### src/sv/gww_pkg.sv
// ----------------------------------------------------------------------------
// gww_pkg
// Types and constants shared by the greedy word wrap core and its checker.
// ----------------------------------------------------------------------------
package gww_pkg;

	localparam int CP_W     = 21;
	localparam int LW_W     = 8;
	localparam int MAX_WORD = 32;
	localparam int WL_W     = $clog2(MAX_WORD + 1);
	localparam int WA_W     = (MAX_WORD > 1) ? $clog2(MAX_WORD) : 1;

	localparam logic [CP_W-1:0] CH_NL = CP_W'(10);
	localparam logic [CP_W-1:0] CH_SP = CP_W'(32);

	localparam logic [LW_W-1:0] LW_RESET = LW_W'(80);

	typedef struct packed {
		logic [CP_W-1:0] code_point;
		logic            text_end;
	} item_t;

	typedef struct packed {
		logic [CP_W-1:0] out_char;
		logic            run_last;
		logic            word_overflow;
	} res_t;

endpackage

### src/sv/greedy_word_wrap_core.sv
// ----------------------------------------------------------------------------
// greedy_word_wrap_core
// Reflows code points into lines of at most line_width columns or one word.
// ----------------------------------------------------------------------------
//
// Channel  Handshake             Beat
// -------  --------------------  -------------------------------------------
// item     item_valid/item_stall gww_pkg::item_t  (code_point, text_end)
// res      res_valid/res_stall   gww_pkg::res_t   (out_char, run_last, ovf)
// cfg      cfg_valid/cfg_ready   cfg_data = line_width
//
// After accepting an item, the sequencer emits its result beats (gap, each
// buffered word character, trailing/paragraph newlines) one beat per cycle
// while res is not stalled; the word store read port sets that pace.
// Items that produce no beat (mid-text word characters) are taken every cycle.
// arst_n clears all control state; the word store itself is not cleared.
// A stall on res only pauses the sequencer; item_stall stays high meanwhile.
//
module greedy_word_wrap_core (
	input  logic                   clk,
	input  logic                   arst_n,
	input  logic                   item_valid,
	output logic                   item_stall,
	input  gww_pkg::item_t         item,
	output logic                   res_valid,
	input  logic                   res_stall,
	output gww_pkg::res_t          res,
	input  logic                   cfg_valid,
	output logic                   cfg_ready,
	input  logic [gww_pkg::LW_W-1:0] cfg_data
);
	import gww_pkg::*;

	// sequencer states
	localparam logic [1:0] ST_IDLE = 2'd0;
	localparam logic [1:0] ST_GAP  = 2'd1;
	localparam logic [1:0] ST_WORD = 2'd2;
	localparam logic [1:0] ST_TAIL = 2'd3;

	// newline run codes
	localparam logic [1:0] RUN_NONE = 2'd0;
	localparam logic [1:0] RUN_ONE  = 2'd1;
	localparam logic [1:0] RUN_PARA = 2'd2;

	// ---- architectural text state ----
	logic [LW_W-1:0] lw_q;     // line_width register
	logic [WL_W-1:0] wl_q;     // buffered word length
	logic [LW_W-1:0] ll_q;     // current line length
	logic            gap_q;    // soft gap pending
	logic [1:0]      run_q;    // newline run, saturates at two
	logic            para_q;   // at paragraph start
	logic            trunc_q;  // word lost characters

	// ---- sequencer ----
	logic [1:0]      st_q;
	logic [WL_W-1:0] idx_q;    // word character being shown
	logic [WL_W-1:0] len_q;    // word length of this flush
	logic [1:0]      tail_q;   // trailing separator beats left
	logic            tail_sp_q;
	logic            gap_sp_q;
	logic            ovf_q;

	// ---- word store: one write, one registered read ----
	logic [CP_W-1:0] mem [MAX_WORD];
	logic [CP_W-1:0] rdata_q;
	logic            we;
	logic [WA_W-1:0] wa;
	logic            re;
	logic [WA_W-1:0] ra;

	// ---- output register ----
	logic  res_valid_q;
	res_t  res_q;
	logic  can_load;
	logic  ld;
	res_t  beat;

	// ---- accept-time decode ----
	logic            acc;
	logic            is_nl, is_sp, is_word, store, flush, gap, fits;
	logic [WL_W-1:0] wl_new;
	logic            trunc_new;
	logic [LW_W:0]   sum_sp, sum_ng;
	logic [1:0]      tail_n;

	logic [WL_W-1:0] wl_n;
	logic [LW_W-1:0] ll_n;
	logic            gap_n, para_n, trunc_n;
	logic [1:0]      run_n;

	logic [1:0]      st_n;
	logic [WL_W-1:0] idx_n;
	logic [WL_W-1:0] idx_inc;
	logic [1:0]      tail_cnt_n;
	logic            word_done;

	function automatic logic [LW_W-1:0] sat_ll(input logic [LW_W:0] v);
		sat_ll = v[LW_W] ? {LW_W{1'b1}} : v[LW_W-1:0];
	endfunction

	assign item_stall = (st_q != ST_IDLE);
	assign acc        = item_valid && !item_stall;
	assign cfg_ready  = 1'b1;
	assign can_load   = !res_valid_q || !res_stall;
	assign res_valid  = res_valid_q;
	assign res        = res_q;

	// text state update for the accepted item
	always_comb begin
		is_nl     = (item.code_point == CH_NL);
		is_sp     = (item.code_point == CH_SP);
		is_word   = !is_nl && !is_sp;
		store     = is_word && (wl_q < WL_W'(MAX_WORD));
		wl_new    = wl_q + WL_W'(store);
		trunc_new = trunc_q | (is_word & ~store);
		flush     = (is_nl || is_sp || item.text_end) && (wl_new != '0);
		gap       = flush && !para_q && gap_q;
		sum_sp    = (LW_W+1)'(ll_q) + (LW_W+1)'(1) + (LW_W+1)'(wl_new);
		sum_ng    = (LW_W+1)'(ll_q) + (LW_W+1)'(wl_new);
		fits      = sum_sp <= (LW_W+1)'(lw_q);

		wl_n    = wl_new;
		ll_n    = ll_q;
		gap_n   = gap_q;
		para_n  = para_q;
		trunc_n = trunc_new;
		run_n   = run_q;
		tail_n  = 2'd0;

		if (flush) begin
			if (gap) begin
				ll_n = fits ? sat_ll(sum_sp) : sat_ll((LW_W+1)'(wl_new));
			end else begin
				ll_n = sat_ll(sum_ng);
			end
			wl_n    = '0;
			trunc_n = 1'b0;
			para_n  = 1'b0;
			gap_n   = 1'b0;
		end

		if (is_nl) begin
			unique case (run_q)
				RUN_NONE: begin
					run_n  = RUN_ONE;
					gap_n  = 1'b1;
					tail_n = {1'b0, item.text_end};
				end
				RUN_ONE: begin
					run_n  = RUN_PARA;
					gap_n  = 1'b0;
					ll_n   = '0;
					para_n = 1'b1;
					tail_n = 2'd2;
				end
				default: begin
					tail_n = 2'd1;
				end
			endcase
		end else if (is_sp) begin
			run_n  = RUN_NONE;
			gap_n  = 1'b1;
			tail_n = {1'b0, item.text_end};
		end else begin
			run_n = RUN_NONE;
		end

		// end of text: back to a fresh text
		if (item.text_end) begin
			wl_n    = '0;
			ll_n    = '0;
			gap_n   = 1'b0;
			run_n   = RUN_NONE;
			para_n  = 1'b1;
			trunc_n = 1'b0;
		end
	end

	// beat sequencer
	always_comb begin
		st_n       = st_q;
		idx_n      = idx_q;
		tail_cnt_n = tail_q;
		ld         = 1'b0;
		beat       = '0;
		idx_inc    = idx_q + WL_W'(1);
		word_done  = (idx_inc == len_q);
		we         = acc && store;
		wa         = wl_q[WA_W-1:0];
		re         = acc;          // prefetch first character
		ra         = '0;

		unique case (st_q)
			ST_IDLE: begin
				if (acc) begin
					idx_n      = '0;
					tail_cnt_n = tail_n;
					if (gap) begin
						st_n = ST_GAP;
					end else if (flush) begin
						st_n = ST_WORD;
					end else if (tail_n != 2'd0) begin
						st_n = ST_TAIL;
					end
				end
			end
			ST_GAP: begin
				if (can_load) begin
					ld                 = 1'b1;
					beat.out_char      = gap_sp_q ? CH_SP : CH_NL;
					beat.word_overflow = ovf_q;
					st_n               = ST_WORD;
				end
			end
			ST_WORD: begin
				if (can_load) begin
					ld                 = 1'b1;
					beat.out_char      = rdata_q;
					beat.run_last      = word_done && (tail_q == 2'd0);
					beat.word_overflow = ovf_q;
					idx_n              = idx_inc;
					re                 = !word_done;
					ra                 = idx_inc[WA_W-1:0];
					if (word_done) begin
						st_n = (tail_q != 2'd0) ? ST_TAIL : ST_IDLE;
					end
				end
			end
			default: begin
				if (can_load) begin
					ld            = 1'b1;
					beat.out_char = tail_sp_q ? CH_SP : CH_NL;
					beat.run_last = (tail_q == 2'd1);
					tail_cnt_n    = tail_q - 2'd1;
					if (tail_q == 2'd1) begin
						st_n = ST_IDLE;
					end
				end
			end
		endcase
	end

	// word store, read data forwarded when the same entry is written
	always_ff @(posedge clk) begin
		if (we) begin
			mem[wa] <= item.code_point;
		end
		if (re) begin
			if (we && (wa == ra)) begin
				rdata_q <= item.code_point;
			end else begin
				rdata_q <= mem[ra];
			end
		end
	end

	// control state
	always_ff @(posedge clk or negedge arst_n) begin
		if (!arst_n) begin
			lw_q        <= LW_RESET;
			wl_q        <= '0;
			ll_q        <= '0;
			gap_q       <= 1'b0;
			run_q       <= RUN_NONE;
			para_q      <= 1'b1;
			trunc_q     <= 1'b0;
			st_q        <= ST_IDLE;
			idx_q       <= '0;
			len_q       <= '0;
			tail_q      <= 2'd0;
			tail_sp_q   <= 1'b0;
			gap_sp_q    <= 1'b0;
			ovf_q       <= 1'b0;
			res_valid_q <= 1'b0;
		end else begin
			if (cfg_valid && cfg_ready) begin
				lw_q <= cfg_data;
			end
			if (acc) begin
				wl_q      <= wl_n;
				ll_q      <= ll_n;
				gap_q     <= gap_n;
				run_q     <= run_n;
				para_q    <= para_n;
				trunc_q   <= trunc_n;
				len_q     <= wl_new;
				tail_sp_q <= is_sp;
				gap_sp_q  <= fits;
				ovf_q     <= trunc_new;
			end
			st_q   <= st_n;
			idx_q  <= idx_n;
			tail_q <= tail_cnt_n;
			if (ld) begin
				res_valid_q <= 1'b1;
			end else if (!res_stall) begin
				res_valid_q <= 1'b0;
			end
		end
	end

	// output payload
	always_ff @(posedge clk) begin
		if (ld) begin
			res_q <= beat;
		end
	end

endmodule

### config.mk
export PLATFORM = sky130hd
export DESIGN_NAME = greedy_word_wrap_core
export DESIGN_NICKNAME = d
export VERILOG_FILES = /design/src/sv/gww_pkg.sv /design/src/sv/greedy_word_wrap_core.sv
export SDC_FILE = /design/constraint.sdc
export NUM_CORES = 1
export LEC_CHECK = 0
export BUFFER_PORTS_ARGS = -buffer_cell sky130_fd_sc_hd__buf_4
export CAP_MARGIN = 40
export CORE_MARGIN = 1.5
export CORE_UTILIZATION = 35
export CTS_CLUSTER_DIAMETER = 40
export DETAILED_ROUTE_END_ITERATION = 16
export HOLD_SLACK_MARGIN = 0.03
export MAX_ROUTING_LAYER = met4
export PLACE_DENSITY_LB_ADDON = 0.25
export SYNTH_ARGS = -nofsm -noshare
export SYNTH_HDL_FRONTEND = slang
export SYNTH_SLANG_ARGS = --single-unit
export TNS_END_PERCENT = 10
### constraint.sdc
create_clock -name clk -period 7.4 [get_ports clk]
set_clock_uncertainty 0.15 [all_clocks]
set_input_delay 1.11 -clock clk [delete_from_list [all_inputs] [get_ports clk]]
set_output_delay 1.11 -clock clk [all_outputs]
set_load 0.02 [all_outputs]
==> metrics.md <==
| Metric | Value |
|---|---|
| Clk buf depth | `3` |
| Clock Pin Slew Worst Setup and Hold Paths | `0.05 ns` |
| Minimum clock period | `just under 6 ns` |
| Top cells by area, synth | `edfxtp_1 (67%), mux2_2 (4.8%), dfrtp_1 (3.4%)` |
| Post-synthesis mux area share | `8.317%` |
| Leakage power | `around 0.013 uW` |
| Cell row count | `about 110` |
| Ant diodes | `0` |
| Post-CTS Resized | `0` |
| Grt peak-use layer | `met2` |
| PD cells | `between 300 and 400 nW/um^2` |
| Met1 Use GR | `26.56%` |
| Worst hold margin | `0.3232 ns` |
| Met2 GRT Util | `32.62%` |
| Max Slew Vio Count | `0` |
| Number of global-route vias before repair | `between 15k and 20k` |
| P_int | `around 9500 uW` |
| Kind of critical path | `primary input to flip-flop` |
| Hold Crit Class | `flip-flop to flip-flop` |
| CP Cell Sequence | `buf_4, nor4_1, nand2_1, a211oi_4, nor2_1, ha_1, ha_1, nand3_1, xor2_1, inv_1, ha_1, nor2b_1, a221o_1, a311o_1, ha_1, nor4_1, o21ai_0, o211ai_1, o21ai_2, mux2_2, o221ai_1, nand2_1` |
| Layout Nets | `about 2.3k` |
| Root Driver | `clkbuf_16` |
| Reg2reg end | `rdata_q[11]$_DFFE_PP_` |
| Layout Utilization | `a little over two fifths` |
| Post-synthesis adder-cell area fraction | `1.097%` |
| Seq pwr share | `a little over a third` |
| Slew @ Worst Pin | `roughly 0.99 ns` |
| Routed WL | `a little over 90 mm` |
| Post-route ant nets | `0` |
| Largest family of logic cells by synthesized area | `compound AO/OA/AOI/OAI gates` |
| Main synth FF type | `edfxtp_1` |
| Vias | `between 15k and 20k` |
| CP required | `~7.8 ns` |
| First-pass detailed-route iteration total | `7` |
| Chip height | `~310 um` |
| Cell area after layout | `38,420 um^2` |
| Die W | `306.2 um` |
| Starting Density | `between 30% and 40%` |
| Total die area | `93,730 um^2` |
| Antenna violations before repair | `2` |
| Comb pwr share | `between 20 and 30%` |
| Post-synth EDFFs | `716` |
| Slew HR | `between 30% and 40%` |
| Share of layout cells above drive strength 1 | `22.55%` |
| Gpl congestion | `about 0.82` |
| Num CTS Buffers | `roughly 100` |
| H-tree depth | `3` |
| Post-Syn Area | `~32,000 um^2` |
| RSZ-0062 raised after global routing | `false` |
| Dpl hpwl | `roughly 57 mm` |
| Synth Area in Compound Gates | `about a tenth` |
| Status | `finished clean` |
| Synth Warn # | `0` |
| CP Launch Type | `primary input` |
| Net Switching | `roughly 4800 uW` |
| Setup Viol. Count Final | `0` |
| Total GRT Usage | `approximately a fifth` |
| Yosys top cell by area | `edfxtp_1` |
| Hold violation count in the final report | `0` |
| Area after DPL | `between 30,000 and 40,000 um^2` |
| Crit path largest cell delay | `0.58 ns` |
| Synthesized Nets | `2,224` |
| Setup Fix Bufs, Post-CTS | `0` |
| I/O pin count | `61` |
| # port buffers | `a little under 60` |
| Distinct cells, synth | `80` |
| Total Power | `between 10,000 and 15,000 uW` |
| Ys async rst share | `about 6%` |
| Mean Syn Cell Area | `roughly 15 um^2` |
| Grt ovf | `0` |
| IR drop worst, VDD | `between 0.0002 and 0.0003 V` |
| Hold_sp | `ovf_q$_DFFE_PN0P_` |
| CP Capture Type | `flip-flop` |
| WP data arrival | `6.26 ns` |
| Fmax | `about 170 MHz` |
| Net Sw Frac | `between 30 and 40%` |
| Post-Synth Simple-Gate Area | `5.921%` |
| Clock Latency Late Sink | `approximately 0.70 ns` |
| CP max stage cell | `nor4_1` |
| First-pass GRT wire length | `approximately 140 mm` |
| CP most frequent cell | `ha_1` |
| Max Fanout on Critical Path | `6` |
| CTS tree | `done` |
| Sequential area share after synthesis | `around 71%` |
| Post-synth top area share | `66.85%` |
| #FFs+latches synth | `around 760` |
| DR DRC count | `0` |
| Fin Setup TNS | `0 ns` |
| Hold path endpoint | `ovf_q$_DFFE_PN0P_` |
| R2r worst-path depth | `9` |
| Reg-to-reg slack, setup | `roughly 2.6 ns` |
| CTS Sinks | `approximately 760` |
| Critical R2R Launch | `st_q[0]$_DFFE_PN0P_` |
| MaxCap Viol Count | `0` |
| Synth Area in XOR/XNOR | `less than 1%` |
| Clock Power Share | `35.4%` |
| Core Area | `just over 90,000 um^2` |
| GR Util met3 | `under 10%` |
| Number of DRC markers in iteration 0 | `slightly below 2k` |
| Pin count of the biggest net entering global routing | `about 170` |
| Layout area overhead | `19.45%` |
| Final Cycle Share | `between 70% and 80%` |
| WL/cell | `roughly 26 um` |
| Hold path depth | `2` |
| Hold Buf Count CTS | `0` |
| Via density | `between 5 and 6` |
| Syn Inst Count | `roughly 2.2k` |
how the worst max path moves through the flow:
| stage | start | endpoint | slack [ns] | depth (start not counted) |
|---|---|---|---|---|
| 6_report | item[9] | ll_q[2]$_DFFE_PN0P_ | 1.49 | 22 |
| 3_5_place_dp | item[9] | ll_q[5]$_DFFE_PN0P_ | 0.88 | 22 |
| 4_1_cts | item[9] | ll_q[4]$_DFFE_PN0P_ | 1.51 | 22 |
| 2_1_floorplan | item[20] | ll_q[5]$_DFFE_PN0P_ | 1.69 | 22 |
| 3_3_place_gp | item[9] | ll_q[5]$_DFFE_PN0P_ | 0.81 | 22 |
| 5_1_grt | item[9] | ll_q[4]$_DFFE_PN0P_ | 1.17 | 24 |
cells in the final DEF (no fill, tap or decap), types with 23 or more instances in the layout:
cell type  synthesis  layout
nand2_1          141     141
o21ai_0          110     108
a211oi_1          28      28
o211ai_1          44      44
mux2i_1           94      94
nand3_1           35      35
dfrtp_1           44      43
a21oi_1          134     134
nor3_1            28      23
buf_4             12     122
nor2_1           136     109
inv_1             33      33
mux2_2           137     137
ha_1              25      24
clkbuf_16          0     106
edfxtp_1         716     716
nor2_4             0      25
a221oi_1          37      37
worst max-delay path: cells and delay by family:
kind	cells	cell delay [ns]
AO/OA/AOI/OAI	7	1.70
adder cells (fa/ha/maj)	4	1.04
multiplexers	1	0.31
buffers and inverters	2	0.25
XOR/XNOR	1	0.22
AND/OR/NAND/NOR	7	1.63
layout make-up:
class,instances,area (um^2)
fillers,8196,52960
flip-flops and latches,763,22680
multi-input cells,1226,8904
clock buffers,117,2694
repair buffers,154,1614
well taps,1186,1484
clock inverters,78,914.6
inverters,34,127.6
per-stage QoR:
stage          instances  setup slack (ns)
2_1_floorplan       2162             1.693
3_3_place_gp        3334            0.8104
3_5_place_dp        3363            0.8815
4_1_cts             3558             1.514
5_1_grt             3558             1.170
6_report            3558             1.493
flip-flops by register name, summed over array words and instances, names as in the netlist:
signal / count
mem: 672
res: 23
rdata_q: 21
ll_q: 8
lw_q: 8
idx_q: 6
len_q: 6
wl_q: 6
run_q: 2
st_q: 2
tail_q: 2
gap_q: 1
gap_sp_q: 1
ovf_q: 1
para_q: 1
res_valid: 1
tail_sp_q: 1
trunc_q: 1
cells in the mapped netlist, types with 7 or more instances:
cell	instances
a2111oi_0	8
a211oi_1	28
a21oi_1	134
a221o_1	18
a221oi_1	37
and2_1	21
buf_1	7
buf_2	42
buf_4	12
clkbuf_1	67
dfrtp_1	44
edfxtp_1	716
ha_1	25
inv_1	33
mux2_2	137
mux2i_1	94
mux4_2	8
nand2_1	141
nand3_1	35
nor2_1	136
nor2b_1	10
nor3_1	28
nor4_1	7
o211ai_1	44
o21ai_0	110
o221ai_1	15
o22a_1	17
o22ai_1	22
o311ai_0	14
xnor2_1	15
xor2_1	14
power groups by stage:
stage	combinational [uW]	clock [uW]	sequential (uW)
global placement	4020	0	5290
finish	4090	5080	5200
CTS	4110	5160	5210
detailed placement	4100	0	5290
global route	4390	5340	5230
floorplan	2640	0	5270
metal layers:
layer / vias up / wire length, um
met3: 142 / 6206
met5: - / 0
li1: 8699 / -
met4: 0 / 2638
met1: 9956 / 39500
met2: 713 / 44670
cells by family (layout without fill, tap and decap cells):
logic type | after synthesis | in the layout
other | 1 | 1
AOI/OAI and AO/OA | 509 | 509
and+or+nand+nor | 418 | 418
muxes | 240 | 240
buffers and inverters | 173 | 383
DFF | 763 | 763
adders and majority gates | 27 | 27
xor gates and xnor gates | 31 | 31
(Power assumes the default switching activity.)
